`config.mk`:
```
export PLATFORM = sky130hd
export DESIGN_NAME = cold_start_enrichment_interp
export DESIGN_NICKNAME = d
export VERILOG_FILES = /design/src/rtl/csei_pkg.sv /design/src/rtl/cold_start_enrichment_interp.sv
export SDC_FILE = /design/constraint.sdc
export NUM_CORES = 1
export LEC_CHECK = 0
export ABC_CLOCK_PERIOD_IN_PS = 12550
export BUFFER_PORTS_ARGS = -buffer_cell sky130_fd_sc_hd__buf_2
export CAP_MARGIN = 10
export CORE_ASPECT_RATIO = 1.25
export CORE_MARGIN = 5
export CORE_UTILIZATION = 65
export CTS_CLUSTER_DIAMETER = 80
export DETAILED_ROUTE_END_ITERATION = 7
export GPL_ROUTABILITY_DRIVEN = 0
export MAX_ROUTING_LAYER = met4
export PLACE_DENSITY_LB_ADDON = 0.12
export SETUP_SLACK_MARGIN = 0.3
export SLEW_MARGIN = 0
export SYNTH_ARGS = -nofsm -noshare
export SYNTH_HDL_FRONTEND = slang
export SYNTH_SLANG_ARGS = --single-unit
export TNS_END_PERCENT = 5
```
`constraint.sdc`:
```
create_clock -name clk -period 12.55 [get_ports clk]
set_input_delay 1.8825 -clock clk [delete_from_list [all_inputs] [get_ports clk]]
set_output_delay 1.8825 -clock clk [all_outputs]
set_load 0.02 [all_outputs]
```
`src/rtl/csei_pkg.sv`:
```
// ----------------------------------------------------------------------------
// csei_pkg: constants for cold-start enrichment interpolation
// Breakpoint and percentage tables, per-segment slopes and the reciprocal
// used to divide the scaled pulse width by one hundred.
// ----------------------------------------------------------------------------
package csei_pkg;

	localparam int BASE_W = 16;
	localparam int TEMP_W = 9;
	localparam int PCT_W = 9;
	localparam int SEG_W = 3;
	localparam int DT_W = 5;
	localparam int STEP_W = 8;
	localparam int PROD_W = BASE_W + PCT_W;
	localparam int DATA_W = 32;

	// Division by 100 as a multiply by ceil(2^32 / 100) and a shift by 32.
	// The error term of 4 times a 25-bit product stays far below 2^32.
	localparam int RECIP_SHIFT = 32;
	localparam int RECIP_W = 26;
	localparam logic [RECIP_W-1:0] PctRecip = 26'd42949673;
	localparam int QUOT_W = 18;
	localparam logic [BASE_W-1:0] WidthMax = 16'hFFFF;

	// Lower breakpoint of each segment; the last slot is the hot clamp point.
	localparam logic signed [TEMP_W-1:0] TempBreak [8] =
		'{-9'sd10, 9'sd0, 9'sd10, 9'sd20, 9'sd30, 9'sd40, 9'sd60, 9'sd80};

	// Percentage at each breakpoint.
	localparam logic [PCT_W-1:0] PctTable [8] =
		'{9'd300, 9'd260, 9'd220, 9'd190, 9'd160, 9'd140, 9'd120, 9'd110};

	// Percent drop per degree in each segment. The segment from 60 to 80 C
	// falls by one half per degree and is handled by a shift instead.
	localparam logic [2:0] SegSlope [8] =
		'{3'd4, 3'd4, 3'd3, 3'd3, 3'd2, 3'd1, 3'd0, 3'd0};

	localparam logic [SEG_W-1:0] SegHalf = 3'd6;

endpackage

```
`src/rtl/cold_start_enrichment_interp.sv`:
```
// Throughput: one item per cycle; the five-stage pipeline accepts a new item
// every cycle while the output is taken, and bubbles fill under a stall.
// Reset: arst_n clears all stage valid bits at once; payload is not reset.
// ----------------------------------------------------------------------------
// cold_start_enrichment_interp: cold-start fuel enrichment
// Interpolates an enrichment percentage from engine temperature in a fixed
// eight-point table and scales the base injector pulse width by it.
// ----------------------------------------------------------------------------
module cold_start_enrichment_interp (
	input  logic        clk,
	input  logic        arst_n,
	input  logic        s_tvalid,
	output logic        s_tready,
	// [15:0] base_pulse_width, [24:16] engine_temp, [31:25] zero
	input  logic [31:0] s_tdata,
	output logic        m_tvalid,
	input  logic        m_tready,
	// [15:0] enriched_pulse_width, [24:16] enrichment_percent, [31:25] zero
	output logic [31:0] m_tdata
);
	import csei_pkg::*;

	// Stage valid bits and advance enables.
	logic v_s1, v_s2, v_s3, v_s4, v_s5;
	logic adv1, adv2, adv3, adv4, adv5;

	// Payload registers.
	logic [BASE_W-1:0]  base_s1, base_s2;
	logic [SEG_W-1:0]   seg_s1;
	logic [DT_W-1:0]    dt_s1;
	logic [PCT_W-1:0]   pct_s2, pct_s3, pct_s4, pct_s5;
	logic [PROD_W-1:0]  prod_s3;
	logic [QUOT_W-1:0]  quot_s4;
	logic [BASE_W-1:0]  width_s5;

	// Combinational values feeding each stage.
	logic signed [TEMP_W-1:0] temp_in;
	logic [SEG_W-1:0]         seg_in;
	logic [DT_W-1:0]          dt_in;
	logic signed [TEMP_W:0]   diff_in;
	logic [STEP_W-1:0]        step_s1;
	logic [PCT_W-1:0]         pct_next;
	logic [PROD_W+RECIP_W-1:0] scaled_s3;

	// A stage moves on when it is empty or the stage after it moves on.
	assign adv5 = !v_s5 || m_tready;
	assign adv4 = !v_s4 || adv5;
	assign adv3 = !v_s3 || adv4;
	assign adv2 = !v_s2 || adv3;
	assign adv1 = !v_s1 || adv2;
	assign s_tready = adv1;

	// Segment search with clamping at both ends of the table.
	assign temp_in = $signed(s_tdata[BASE_W +: TEMP_W]);
	always_comb begin
		priority if (temp_in >= TempBreak[6]) begin
			seg_in = 3'd6;
		end else if (temp_in >= TempBreak[5]) begin
			seg_in = 3'd5;
		end else if (temp_in >= TempBreak[4]) begin
			seg_in = 3'd4;
		end else if (temp_in >= TempBreak[3]) begin
			seg_in = 3'd3;
		end else if (temp_in >= TempBreak[2]) begin
			seg_in = 3'd2;
		end else if (temp_in >= TempBreak[1]) begin
			seg_in = 3'd1;
		end else begin
			seg_in = 3'd0;
		end
		diff_in = {temp_in[TEMP_W-1], temp_in} -
			{TempBreak[seg_in][TEMP_W-1], TempBreak[seg_in]};
		dt_in = DT_W'(diff_in);
		// Hot clamp selects the last table entry with no offset.
		if (temp_in >= TempBreak[7]) begin
			seg_in = 3'd7;
			dt_in = '0;
		end
		// Cold clamp holds the first entry with no offset.
		if (temp_in < TempBreak[0]) begin
			dt_in = '0;
		end
	end

	// Percent drop within the segment; the 60 to 80 C segment halves.
	always_comb begin
		if (seg_s1 == SegHalf) begin
			step_s1 = {{(STEP_W-DT_W+1){1'b0}}, dt_s1[DT_W-1:1]};
		end else begin
			step_s1 = {{(STEP_W-DT_W){1'b0}}, dt_s1} * {5'b0, SegSlope[seg_s1]};
		end
		pct_next = PctTable[seg_s1] - {{(PCT_W-STEP_W){1'b0}}, step_s1};
	end

	// Divide by one hundred through the reciprocal multiply.
	assign scaled_s3 = {{RECIP_W{1'b0}}, prod_s3} * {{PROD_W{1'b0}}, PctRecip};

	// Valid bits.
	always_ff @(posedge clk or negedge arst_n) begin
		if (!arst_n) begin
			v_s1 <= 1'b0;
			v_s2 <= 1'b0;
			v_s3 <= 1'b0;
			v_s4 <= 1'b0;
			v_s5 <= 1'b0;
		end else begin
			if (adv1) v_s1 <= s_tvalid;
			if (adv2) v_s2 <= v_s1;
			if (adv3) v_s3 <= v_s2;
			if (adv4) v_s4 <= v_s3;
			if (adv5) v_s5 <= v_s4;
		end
	end

	// Stage payloads.
	always_ff @(posedge clk) begin
		if (adv1) begin
			base_s1 <= s_tdata[BASE_W-1:0];
			seg_s1 <= seg_in;
			dt_s1 <= dt_in;
		end
		if (adv2) begin
			base_s2 <= base_s1;
			pct_s2 <= pct_next;
		end
		if (adv3) begin
			pct_s3 <= pct_s2;
			prod_s3 <= {{PCT_W{1'b0}}, base_s2} * {{BASE_W{1'b0}}, pct_s2};
		end
		if (adv4) begin
			pct_s4 <= pct_s3;
			quot_s4 <= scaled_s3[RECIP_SHIFT +: QUOT_W];
		end
		if (adv5) begin
			pct_s5 <= pct_s4;
			if (quot_s4 > {{(QUOT_W-BASE_W){1'b0}}, WidthMax}) begin
				width_s5 <= WidthMax;
			end else begin
				width_s5 <= quot_s4[BASE_W-1:0];
			end
		end
	end

	// Output port.
	assign m_tvalid = v_s5;
	assign m_tdata = {{(DATA_W-BASE_W-PCT_W){1'b0}}, pct_s5, width_s5};

endmodule
```
==> results by group <==
Outcome
  – Status: complete, no violations

Setup path
  – CP Capture Type: flip-flop
  – Crit path DAT: 7.55 ns
  – Worst setup SP type: flip-flop
  – Crit Path Class: flip-flop to flip-flop
  – R2R Path Start: prod_s3[8]$_DFFE_PP_
  – CP startpoint: prod_s3[8]$_DFFE_PP_
  – Worst-path maximum fanout: 9
  – CP required: around 13 ns

Floorplanning
  – Die width: 167.7 um
  – Core footprint: between 30000 and 40000 sq um
  – IO Count: 70
  – Die area: about 35000 sq um
  – Rows: between 70 and 80
  – Die span in y: around 210 um
  – Initial cell density of the core: between 60% and 70%

Global routing
  – Largest net degree at the start of global routing: 36
  – GRT overflow: 0
  – Initial antenna violation count: 0
  – Number of global-route vias before repair: ~14000
  – First-pass GRT wire length: 70080 um
  – GRT Total Usage: 26.08%

Logic synthesis
  – Post-synthesis register bit count: 140
  – EDFF count, synth: between 100 and 150
  – Warnings from Yosys: 0
  – Mapped Area: 20210 sq um
  – Most frequent cell after synthesis: inv_1
  – Avg Synthesized Cell Area: 10.54 sq um
  – Synth top area cells: fa_1 (32%), ha_1 (20%), edfxtp_1 (20%)
  – Top cell type's share of synthesized area: between 30% and 40%
  – Syn Inst Count: roughly 1900
  – Synth area leader: fa_1
  – Commonest cells in the netlist: inv_1 (515), ha_1 (330), fa_1 (320)
  – Post-synth top flop: edfxtp_1
  – Yosys cell types: 62
  – Seq/Total Area, Yosys: just over 20%
  – Async SR Flop Fraction: 3.571%

Routing
  – Routed wire per std cell: ~18 um
  – First-pass iteration count of the detailed router: 5
  – Via density: 5.438
  – Total Routed Length: about 42000 um
  – Total number of vias: between 10000 and 15000
  – Initial DRC Count: between 600 and 700
  – DRT antenna net count: 0
  – Post-route DRC: 0

Clocking
  – Clk slew on worst S/H paths: 0.07 ns
  – CTS root buffer: clkbuf_16
  – H-tree Lvls: 4
  – Setup bufs post-CTS: 0
  – TritonCTS Buffers: 17
  – CTS tree: built
  – Hold_buf cts: 0
  – CTS resizes: 0
  – Clk sinks: 140
  – CTS max path bufs: 2
  – Worst skew pair latency: roughly 0.45 ns

Timing
  – Crit path time final: approximately 7.4 ns
  – Final Hold Viols: 0
  – Worst slew pin tran: 1.049 ns
  – RSZ-0062 raised after global routing: false
  – Post-route setup TNS: 0 ns
  – Rel. slew slack: between 20 and 30%
  – Skew final: 0.01597 ns
  – Period utilisation layout: about three fifths
  – Max-slew violations: 0
  – Peak Freq: approximately 0.14 GHz
  – Fin Hold WS: approximately 0.42 ns
  – Final setup vio count: 0

Min path
  – Hold_sp: base_s1[11]$_DFFE_PP_
  – HP Class: flip-flop to flip-flop

Cells and area
  – ANT cells: 0
  – NumNets Final: between 2000 and 3000
  – Fraction of layout cells with a size suffix above 1: 5.348%
  – Area delta synth->final: 6.443%

Place
  – IO Port Bufs: 55
  – DP HPWL: between 30000 and 40000 um

Flow run
  – Max cap viols: 0
[per-layer routing]
layer	vias up	wire length (um)	global-route usage [%]
li1	6138	-	-
met1	6488	16190	30.02
met2	286	23010	47.89
met3	79	1437	2.841
met4	0	1211	7.783
met5	-	0	-
[registers in the layout, indices dropped and copies added, names as in the netlist, 3 cells and up]
| signal | cells |
|---|---|
| base_s1 | 16 |
| base_s2 | 16 |
| dt_s1 | 5 |
| pct_s2 | 9 |
| pct_s3 | 9 |
| pct_s4 | 9 |
| pct_s5 | 9 |
| prod_s3 | 25 |
| quot_s4 | 18 |
| seg_s1 | 3 |
| width_s5 | 16 |
[area by class of cell]
type | instances | area, sq um
multi-input cells | 1237 | 13980
inverters | 515 | 1933
fillers | 2332 | 9293
repair buffers | 58 | 317.8
clock inverters | 15 | 173.9
well taps | 407 | 509.2
flip-flops and latches | 140 | 4179
clock buffers | 17 | 425.4
[cell usage in the layout, fill, tap and decap left out, drive strengths merged, types with 29 or more instances in the layout]
cell    synthesis  routed
buf             8      58
fa            320     320
edfxtp        135     135
nand2         142     142
xnor2          29      29
nor2           37      37
inv           515     522
a21oi          50      50
and2           69      69
o21ai          34      34
ha            330     330
[worst paths after layout]
| path | to | slack, ns | depth (start not counted) |
|---|---|---|---|
| min in group asynchronous | v_s4$_DFFE_PN0P_ | 1.23 | 1 |
| max in group asynchronous | m_tvalid$_DFFE_PN0P_ | 11.18 | 1 |
| setup reg to reg | quot_s4[16]$_DFFE_PP_ | 5.19 | 22 |
| hold reg to reg | base_s2[11]$_DFFE_PP_ | 0.42 | 0 |
| setup / recovery | quot_s4[16]$_DFFE_PP_ | 5.19 | 22 |
| hold / removal | base_s2[11]$_DFFE_PP_ | 0.42 | 0 |
[worst max-delay path, cell delays in order (launching register included)]
cell,delay (ns)
edfxtp_1,0.70
inv_1,0.18
fa_1,0.54
inv_1,0.10
fa_1,0.55
inv_1,0.05
fa_1,0.53
inv_1,0.05
fa_1,0.51
fa_1,0.44
fa_1,0.55
inv_1,0.05
fa_1,0.52
inv_1,0.04
ha_1,0.34
nand3_1,0.09
nor2_1,0.16
a32oi_1,0.15
a31oi_1,0.56
a31oi_4,0.22
o211a_1,0.31
nor4_1,0.32
nor4_1,0.10
[stage by stage]
| stage | utilization, % | instance area, sq um | worst slack [ns] | std cells |
|---|---|---|---|---|
| 2_1_floorplan | - | 20240 | 6.100 | 1924 |
| 6_report | 69.84 | 21520 | 5.186 | 2389 |
| 3_5_place_dp | 67.80 | 20890 | 5.221 | 2356 |
| 5_1_grt | 69.84 | 21520 | 4.862 | 2389 |
| 3_3_place_gp | 67.80 | 20890 | 5.337 | 2356 |
| 4_1_cts | 69.75 | 21490 | 5.176 | 2388 |
[kinds of logic (layout without fill, tap and decap cells)]
family | after synthesis | after routing | share of synthesized area, %
adder cells (fa/ha/maj) | 651 | 651 | 52.17
buffers and inverters | 547 | 605 | 10.29
AND/OR/NAND/NOR | 349 | 349 | 8.430
AO/OA/AOI/OAI | 181 | 181 | 6.252
flip-flops | 140 | 140 | 20.67
XOR/XNOR | 43 | 43 | 1.863
multiplexers | 6 | 6 | 0.3095
other | 1 | 7 | 0.01855
Power is left out: the tool's default activity adds up to more than one toggle a clock period on the data nets, which glitch-free logic cannot reach.
